[config.mk]
export PLATFORM = sky130hd
export DESIGN_NAME = modular_inverse_64_top
export DESIGN_NICKNAME = d
export VERILOG_FILES = /design/src/hw/rtl/minv_pkg.sv /design/src/hw/rtl/minv_core.sv /design/src/hw/rtl/modular_inverse_64_top.sv
export SDC_FILE = /design/constraint.sdc
export NUM_CORES = 2
export LEC_CHECK = 0
export BUFFER_PORTS_ARGS = -buffer_cell sky130_fd_sc_hd__clkbuf_2
export CORE_UTILIZATION = 40
export DETAILED_ROUTE_END_ITERATION = 10
export GPL_TIMING_DRIVEN = 0
export PLACE_DENSITY = 0.65
export SLEW_MARGIN = 20
export SYNTH_ARGS = -nofsm -noshare
export SYNTH_HDL_FRONTEND = slang
export SYNTH_SLANG_ARGS = --single-unit
[constraint.sdc]
create_clock -name clk -period 14.4 [get_ports clk]
set_input_delay 4.32 -clock clk [delete_from_list [all_inputs] [get_ports clk]]
set_output_delay 4.32 -clock clk [all_outputs]
set_load 0.02 [all_outputs]
[src/hw/rtl/minv_pkg.sv]
// shared types and constants for the 64-bit modular inverse block
`timescale 1ns / 1ps
package minv_pkg;

	// datapath width, 8 to 64
	localparam int WORD_BITS  = 64;
	localparam int SHIFT_BITS = $clog2(WORD_BITS);

	// fixed field widths on the ports
	localparam int FIELD_BITS   = 64;
	localparam int IN_DATA_BITS = 2 * FIELD_BITS;

	localparam logic [WORD_BITS-1:0] W_ZERO = '0;
	localparam logic [WORD_BITS-1:0] W_ONE  = WORD_BITS'(1);
	localparam logic [WORD_BITS-1:0] W_TWO  = WORD_BITS'(2);

	typedef enum logic [2:0] {
		ST_IDLE,
		ST_ALIGN,
		ST_SUB,
		ST_SWAP,
		ST_DONE
	} minv_state_t;

	typedef struct packed {
		logic [WORD_BITS-1:0] inverse;
		logic                 invalid;
	} minv_res_t;

endpackage

[src/hw/rtl/minv_core.sv]
// euclid sequencer with one shared shift-subtract-accumulate unit
`timescale 1ns / 1ps
module minv_core (
	input  logic                          clk,
	input  logic                          arst_n,
	input  logic                          start,
	input  logic [minv_pkg::WORD_BITS-1:0] value,
	input  logic [minv_pkg::WORD_BITS-1:0] modulus,
	output logic                          idle,
	output logic                          res_valid,
	input  logic                          res_ack,
	output minv_pkg::minv_res_t           res
);
	import minv_pkg::*;

	minv_state_t state_q, state_d;

	logic [WORD_BITS-1:0]  dvd_q;   // running remainder
	logic [WORD_BITS-1:0]  dvs_q;   // current divisor
	logic [WORD_BITS-1:0]  dsh_q;   // divisor aligned to the quotient bit
	logic [WORD_BITS-1:0]  csh_q;   // convergent aligned to the quotient bit
	logic [WORD_BITS-1:0]  cur_q;
	logic [WORD_BITS-1:0]  prev_q;  // also accumulates q*cur + prev
	logic [WORD_BITS-1:0]  mod_q;
	logic                  odd_q;
	logic [SHIFT_BITS-1:0] k_q;
	minv_res_t             res_q;

	logic                 can_dbl;
	logic                 ge;
	logic [WORD_BITS-1:0] diff;
	logic [WORD_BITS-1:0] acc_sum;
	logic                 k_zero;
	logic                 rem_gt1;
	logic                 sp_any;
	minv_res_t            sp_res;

	assign can_dbl = !dsh_q[WORD_BITS-1] && ({dsh_q[WORD_BITS-2:0], 1'b0} <= dvd_q);
	assign ge      = dvd_q >= dsh_q;
	assign diff    = dvd_q - dsh_q;
	assign acc_sum = prev_q + csh_q;
	assign k_zero  = (k_q == '0);
	assign rem_gt1 = (dvd_q[WORD_BITS-1:1] != '0);

	// cases settled without running the recurrence
	always_comb begin
		sp_any = 1'b1;
		sp_res = '{inverse: W_ZERO, invalid: 1'b0};
		if (value >= modulus) begin
			sp_res.invalid = 1'b1;
		end else if (value[WORD_BITS-1:1] == '0) begin
			sp_res.inverse = value;
		end else if (value == W_TWO) begin
			if (!modulus[0]) begin
				sp_res.invalid = 1'b1;
			end else begin
				sp_res.inverse = (modulus >> 1) + W_ONE;
			end
		end else begin
			sp_any = 1'b0;
		end
	end

	always_comb begin
		state_d = state_q;
		unique case (state_q)
			ST_IDLE: begin
				if (start) begin
					state_d = sp_any ? ST_DONE : ST_ALIGN;
				end
			end
			ST_ALIGN: begin
				if (!can_dbl) begin
					state_d = ST_SUB;
				end
			end
			ST_SUB: begin
				if (k_zero) begin
					state_d = ST_SWAP;
				end
			end
			ST_SWAP: begin
				state_d = rem_gt1 ? ST_ALIGN : ST_DONE;
			end
			ST_DONE: begin
				if (res_ack) begin
					state_d = ST_IDLE;
				end
			end
			default: state_d = ST_IDLE;
		endcase
	end

	always_comb begin
		idle      = (state_q == ST_IDLE);
		res_valid = (state_q == ST_DONE);
	end

	assign res = res_q;

	always_ff @(posedge clk or negedge arst_n) begin
		if (!arst_n) begin
			state_q <= ST_IDLE;
		end else begin
			state_q <= state_d;
		end
	end

	always_ff @(posedge clk) begin
		unique case (state_q)
			ST_IDLE: begin
				if (start) begin
					res_q  <= sp_res;
					mod_q  <= modulus;
					dvd_q  <= modulus;
					dvs_q  <= value;
					dsh_q  <= value;
					csh_q  <= W_ONE;
					cur_q  <= W_ONE;
					prev_q <= W_ZERO;
					odd_q  <= 1'b1;
					k_q    <= '0;
				end
			end
			ST_ALIGN: begin
				if (can_dbl) begin
					dsh_q <= {dsh_q[WORD_BITS-2:0], 1'b0};
					csh_q <= {csh_q[WORD_BITS-2:0], 1'b0};
					k_q   <= k_q + SHIFT_BITS'(1);
				end
			end
			ST_SUB: begin
				if (ge) begin
					dvd_q  <= diff;
					prev_q <= acc_sum;
				end
				if (!k_zero) begin
					dsh_q <= dsh_q >> 1;
					csh_q <= csh_q >> 1;
					k_q   <= k_q - SHIFT_BITS'(1);
				end
			end
			ST_SWAP: begin
				// remainder becomes the next divisor, accumulator the next convergent
				dvd_q  <= dvs_q;
				dvs_q  <= dvd_q;
				dsh_q  <= dvd_q;
				cur_q  <= prev_q;
				csh_q  <= prev_q;
				prev_q <= cur_q;
				odd_q  <= !odd_q;
				k_q    <= '0;
				if (dvd_q == W_ZERO) begin
					res_q <= '{inverse: W_ZERO, invalid: 1'b1};
				end else begin
					res_q <= '{inverse: (odd_q ? (mod_q - prev_q) : prev_q), invalid: 1'b0};
				end
			end
			ST_DONE: begin
			end
			default: begin
			end
		endcase
	end

endmodule

[src/hw/rtl/modular_inverse_64_top.sv]
// Modular inverse of a 64-bit value by the extended Euclidean recurrence. Each
// transaction on the input stream carries value and modulus and yields one
// transaction on the output stream with the inverse and an invalid flag
// (value not below modulus, or not coprime to it; inverse is then 0). Values 0
// and 1 return themselves with the flag clear, and 2 returns (modulus+1)/2,
// without running the recurrence. Other values run one shift-subtract-accumulate
// unit under a sequencer: each Euclid step shifts the divisor up to the quotient's
// top bit, shifts it back down subtracting wherever it fits, and then rotates
// the registers. Input is taken only while the sequencer is idle; a finished
// result sits in an output register so the next item may start while it waits
// to be taken.
`timescale 1ns / 1ps
module modular_inverse_64_top (
	input  logic                              clk,
	input  logic                              arst_n,
	input  logic                              s_axis_tvalid,
	output logic                              s_axis_tready,
	// value [63:0], modulus [127:64]
	input  logic [minv_pkg::IN_DATA_BITS-1:0] s_axis_tdata,
	output logic                              m_axis_tvalid,
	input  logic                              m_axis_tready,
	// inverse [63:0]
	output logic [minv_pkg::FIELD_BITS-1:0]   m_axis_tdata,
	// invalid [0]
	output logic                              m_axis_tuser
);
	import minv_pkg::*;

	logic                 core_idle;
	logic                 core_start;
	logic                 core_valid;
	logic                 core_ack;
	minv_res_t            core_res;
	logic [WORD_BITS-1:0] value;
	logic [WORD_BITS-1:0] modulus;

	logic      out_valid_q;
	minv_res_t out_q;

	assign value      = s_axis_tdata[WORD_BITS-1:0];
	assign modulus    = s_axis_tdata[FIELD_BITS +: WORD_BITS];
	assign s_axis_tready = core_idle;
	assign core_start = s_axis_tvalid && core_idle;
	assign core_ack   = core_valid && (!out_valid_q || m_axis_tready);

	minv_core u_core (
		.clk       (clk),
		.arst_n    (arst_n),
		.start     (core_start),
		.value     (value),
		.modulus   (modulus),
		.idle      (core_idle),
		.res_valid (core_valid),
		.res_ack   (core_ack),
		.res       (core_res)
	);

	always_ff @(posedge clk or negedge arst_n) begin
		if (!arst_n) begin
			out_valid_q <= 1'b0;
		end else if (core_ack) begin
			out_valid_q <= 1'b1;
		end else if (m_axis_tready) begin
			out_valid_q <= 1'b0;
		end
	end

	always_ff @(posedge clk) begin
		if (core_ack) begin
			out_q <= core_res;
		end
	end

	assign m_axis_tvalid = out_valid_q;
	assign m_axis_tdata  = FIELD_BITS'(out_q.inverse);
	assign m_axis_tuser  = out_q.invalid;

endmodule
# == Word level (Yosys, flattened, before mapping) ==
# Cells that the tools add are included.
# W data, S select, Z words.
# word_totals
reg_bits,589
inputBits,132
output_inout_bits,67
wordCells,102
# classes
n_addsub,6
order_cmp,3
n_eq_ne,12
mux,45
n_reduce_logical,21
# ops
op,count
$mux W64,14
$pmux W64 S4,2
$pmux W64 S3,2
$pmux W64 S2,2
$mux W65,3
$pmux W65 S2,1
$ge A64 B64 Y1,2
$sub A64 B64 Y64,2
$add A63 B1 Y64 const B,1
$add A64 B64 Y64,1
$eq A64 B2 Y1 const B,1
$le A64 B64 Y1,1
$logic_not A64 Y1,1
$logic_not A63 Y1,1
$reduce_bool A63 Y1,1
$pmux W6 S4,1
$mux W3,6
$mux W6,3
$pmux W3 S5,1
$ne A2 B1 Y1 const B,5
$mux W1,9
$reduce_and A4 Y1,2
$add A6 B1 Y6 const B,1
$eq A3 B2 Y1 const B,2
15 further kinds,22

# == Longest topological paths before layout ==
# logic_depth
ltp_word,7
mapped_depth,15

# == Hierarchy ==
# A second synthesis with hierarchy kept.
# hier_totals
hier_cells,4441
hier_area_um2,41967.8
# modules_own_cells
module,n_inst,cells_per_inst,area_per_inst_um2,seq_area_each_um2
minv_core,1,4371,39965.8,15690.0
modular_inverse_64_top,1,70,2001.9,1976.9

# == Worst setup path after synthesis ==
# Ideal clock, no wire load.
# synth_path
path_type,input port to flip-flop
start,input s_axis_tvalid
end,"register u_core.csh_q[0], enable pin"
setup_ns,0.826
t_arrival_ns,14.340
path_slack_ns,-0.766
stages,3
path_buffers,0
path_cell_list,a21oi_1 o21a_1 a211oi_1
# synth_via
elab_chain_len,3
# synth_lines
item,line_no,source
"start, declared",modular_inverse_64_top.sv:16,"input logic s_axis_tvalid,"
$logic_and A1 B1 Y1,modular_inverse_64_top.sv:43,assign core_start = s_axis_tvalid && core_idle;
$ne A2 B1 Y1 (no line),-,
$reduce_and A4 Y1 (no line),-,
"end signal, assigned",minv_core.sv:128,"csh_q <= {csh_q[WORD_BITS-2:0], 1'b0};"
"end signal, assigned",minv_core.sv:139,csh_q <= csh_q >> 1;
"end signal, assigned",minv_core.sv:149,csh_q <= prev_q;
"end, declared",minv_core.sv:21,logic [WORD_BITS-1:0] csh_q;
# Every way passes these cells.
# A chain may end at the register's enable or synchronous reset.

# == Final worst setup path ==
# layout_path
start,input s_axis_tdata[81] in the netlist's numbering
end,register u_core.res_q (netlist bit u_core.res[39]) (data pin)
# layout_via
elab_chain_len,7
word_cells_on_any_way,8
cone_classes,1 x add/sub; 1 x order compare; 6 x mux
# layout_lines
item,line_no,source
"start, declared",modular_inverse_64_top.sv:19,"input logic [minv_pkg::IN_DATA_BITS-1:0] s_axis_tdata,"
$add A63 B1 Y64,minv_core.sv:57,sp_res.inverse = (modulus >> 1) + W_ONE;
$mux W64,minv_core.sv:54,if (!modulus[0]) begin
$mux W65,minv_core.sv:53,end else if (value == W_TWO) begin
$mux W64,minv_core.sv:51,end else if (value[WORD_BITS-1:1] == '0) begin
$mux W64 *,minv_core.sv:49,if (value >= modulus) begin
$mux W65 *,minv_core.sv:112,if (start) begin
$pmux W65 S2 *,minv_core.sv:110,unique case (state_q)
"end signal, assigned",minv_core.sv:113,res_q <= sp_res;
"end signal, assigned",minv_core.sv:154,"res_q <= '{inverse: W_ZERO, invalid: 1'b1};"
"end signal, assigned",minv_core.sv:156,"res_q <= '{inverse: (odd_q ? (mod_q - prev_q) : prev_q), invalid: 1'b0};"
"end, declared",minv_core.sv:27,minv_res_t res_q;
# Every way passes the cells marked *; elsewhere a longest branch is shown, timed or not. The select of a mux whose other input is x is not followed.

==> summary.md <==
| Metric | Value |
|---|---|
| Vias per inst | 6.20 |
| Worst path arrival time | 9.93 ns |
| CTS hold repair buffers | 0 |
| Most frequent cells in the layout | 585 x edfxtp_1, 378 x inv_1, 368 x nor2_1, 368 x a21oi_1, 350 x nand2_1 |
| Most common cell after layout, fill and taps aside | edfxtp_1 |
| Hpwl dp | 130 mm |
| Final setup margin | 4.84 ns |
| Status | finished clean |
| Power Total | 0.0143 W |
| I/O pin cnt | 199 |
| Post-Syn Area | 41400 µm² |
| Primary FF master, synth | edfxtp_1 |
| Initial core utilization | 40.5% |
| Total Wirelength | 166 mm |
| Area leader, netlist | edfxtp_1 |
| Worst path max stage delay | 0.68 ns |
| Fmax | 0.105 GHz |
| Chip height | 324 µm |
| Root buf cell | clkbuf_16 |
| Post-CTS sizing | 0 |
| Fillers | 9909 |
| Avg WL per Cell | 27.3 µm |
| Clk pwr share | 13.3% |
| Largest family of logic cells by synthesized area | compound AO/OA/AOI/OAI gates |
| Final hold vios | 0 |
| Crit Path Max Fanout | 10 |
| GR Util All Layers | 31.0% |
| Static leakage | 19.3 nW |
| Number of synthesized flops with an enable pin | 585 |
| Bufs on Longest Clock Path | 3 |
| Mapped Cells | 4332 |
| Clk_skew | 0.0317 ns |
| Reg area | 17700 µm² |
| Register area share after synthesis | 42.7% |
| Min-Delay Path Class | reg -> reg |
| Max-slew violations | 0 |
| Final nets | 5096 |
| Clock-pin slew on the worst setup and hold paths | 0.05 ns |
| Dpl ws | 4.40 ns |
| Worst path cell trace | clkbuf_2 -> inv_1 -> ha_1 -> a21o_1 -> a21o_1 -> a21oi_1 -> o21ai_0 -> a311oi_1 -> o21ai_0 -> a31oi_1 -> nand4_1 -> clkbuf_1 -> clkbuf_1 -> o22ai_1 |
| Fin crit share | 66.4% |
| Routability cong. | 1.05 |
| Crit path required time | 14.76 ns |
| I/O Buffers | 198 |
| Cell Rows | 117 |
| Synthesized flop and latch total | 589 |
| Drt pass-1 iters | 6 |
| Synth warn | 0 |
| P_sw | 0.00711 W |
| Crit-path slowest cell | clkbuf_1 |
| Die W | 324 µm |
| Seq pwr share | 26.0% |
| Pwr/cell area | 305 nW/µm² |
| Synth top area cells | edfxtp_1 42%, ha_1 9.7%, a21oi_1 4.5% |
| Max VDD drop | 0.164 mV |
| Area share of the largest cell type after synthesis | 42.4% |
| Worst-skew pair later-pin latency | 0.66 ns |
| Crit Path Category | in -> reg |
| Startpoint Class | primary input |
| Net Count, Synth | 4790 |
| Global-route wire length before repair | 237 mm |
| Multi-input logic area | 21400 µm² |
| Combinational power share | 60.7% |
| Buf/Inv on CP | 4 |
| Sw frac | 49.6% |
| Xor/xnor share of the synthesized area | 4.93% |
| Area share of fa/ha/maj cells after synthesis | 9.93% |
| Initial antenna violation count | 10 |
| Die ar. | 105000 µm² |
| DRC | 0 |
| Vias in the first global route | 35.5k |
| Synth Area in Compound Gates | 21.9% |
| Routed Antenna Nets | 0 |
| Top delay family on crit path | compound AO/OA/AOI/OAI gates |
| # Post-CTS Setup Buffers | 0 |
| Mean area per synthesized cell | 9.55 µm² |
| CTS Sinks | 589 |
| TritonCTS clock tree | built |
| Cell-internal power | 0.00722 W |
| CP endpoint kind | flop |
| Synth Area in Simple Gates | 12.5% |
| Yosys cell types | 94 |
| Total gr overflow | 0 |
| Final setup viols | 0 |
| Post-synthesis mux area share | 2.37% |
| H-Tree Depth | 3 |
| Slew of the pin with the lowest slew margin | 1.25 ns |
| Minimum clock period | 9.56 ns |
| Largest net degree at the start of global routing | 50 |
| Total number of vias | 37.6k |
| Core Area | 102000 µm² |
| Slew margin rel. | 16.8% |
| Starting DRT DRC Count | 4900 |
| Fraction of registers with async set/reset | 0.679% |
| CTS Buf Count | 74 |
| MaxCap Viol Count | 0 |
| Area grow syn2layout | 13.6% |
| Layout cell share with drive strength beyond 1 | 9.44% |
| RSZ-0062 raised after global routing | false |
-- worst register-to-register path: cells and delay by family (launching register included) --
family,cells,cell delay [ns]
buffers and inverters,5,0.99
flip-flops,1,0.58
AO/OA/AOI/OAI,6,1.94
AND/OR/NAND/NOR,4,1.18
adder cells (fa/ha/maj),1,0.36
-- through the flow --
| stage | cells | cell area, µm² | TNS (ns) | util [%] | hold WS [ns] |
|---|---|---|---|---|---|
| floorplan | 4332 | 41400 | 0 | - | 0.400 |
| global placement | 5898 | 44100 | -22.67 | 43.2 | 0.404 |
| detailed placement | 5929 | 44600 | 0 | 43.6 | 0.405 |
| CTS | 6060 | 47000 | 0 | 46.0 | 0.417 |
| global route | 6061 | 47000 | 0 | 46.0 | 0.421 |
| finish | 6062 | 47000 | 0 | 46.0 | 0.415 |
-- logic make-up after synthesis --
| kind of cell | Yosys count |
|---|---|
| AOI/OAI and AO/OA | 1362 |
| muxes | 98 |
| buffers and inverters | 598 |
| adders and majority gates | 326 |
| xor gates and xnor gates | 233 |
| DFF | 589 |
| and+or+nand+nor | 1126 |
-- sequential cells by signal (all words and copies together) (netlist names), 64 cells and up --
name,cells
u_core.res,65
m_axis_tdata,64
u_core.csh_q,64
u_core.cur_q,64
u_core.dsh_q,64
u_core.dvd_q,64
u_core.dvs_q,64
u_core.mod_q,64
u_core.prev_q,64
-- power groups by stage --
stage,clock (W),combinational [W],sequential [W]
floorplan,0,0.00581,0.00359
global placement,0,0.00816,0.00394
detailed placement,0,0.00845,0.00371
CTS,0.00191,0.00850,0.00369
global route,0.00197,0.00939,0.00377
finish,0.00190,0.00871,0.00372
-- layout make-up --
| class | count | area share [%] |
|---|---|---|
| clock buffers | 87 | 4.27 |
| flip-flops and latches | 589 | 37.6 |
| multi-input cells | 3145 | 45.6 |
| plain buffers | 218 | 1.91 |
| diodes | 1 | 0.00532 |
| well taps | 1368 | 3.64 |
| repair buffers | 230 | 3.09 |
| clock inverters | 44 | 0.849 |
| inverters | 380 | 3.03 |
-- cell usage after synthesis (all sizes together), types with 8 or more instances --
cell	n
o31a	8
nor4	51
o21ai	280
ha	322
a22oi	82
o22ai	37
or2	12
buf	57
a21o	168
o211ai	19
and2	12
a31oi	34
a221oi	71
clkbuf	161
edfxtp	585
nor3	56
and3	33
nand2b	27
o21a	25
nand3	65
a221o	67
a211oi	48
a21oi	372
and4	11
or3	9
xor2	69
mux2i	98
o221ai	11
a2111oi	9
nand4	99
nand2	350
o31ai	11
o21bai	51
inv	380
nor2	369
xnor2	164
nor2b	18
-- final timing paths --
kind	from	to	slack, ns	cells past startpoint
worst min register to register	u_core.res[35]	m_axis_tdata[34]	0.41	0
worst max register to register	u_core.dvd_q[30]	u_core.prev_q[19]	9.04	16
min in group asynchronous	arst_n	m_axis_tvalid	3.52	1
max in group asynchronous	arst_n	u_core.state_q[0]	10.68	1
worst max-delay path	s_axis_tdata[81]	u_core.res[39]	4.84	14
worst min-delay path	u_core.res[35]	m_axis_tdata[34]	0.41	0
-- layer usage --
layer  track usage, %  up-vias  wire, µm
met1             41.0    18200     65400
li1                 -    16800         -
met5                0        -       111
met2             47.6     2234     72200
met3             6.39      418     17900
met4             16.7       16      9910
(Power assumes the default switching activity.)
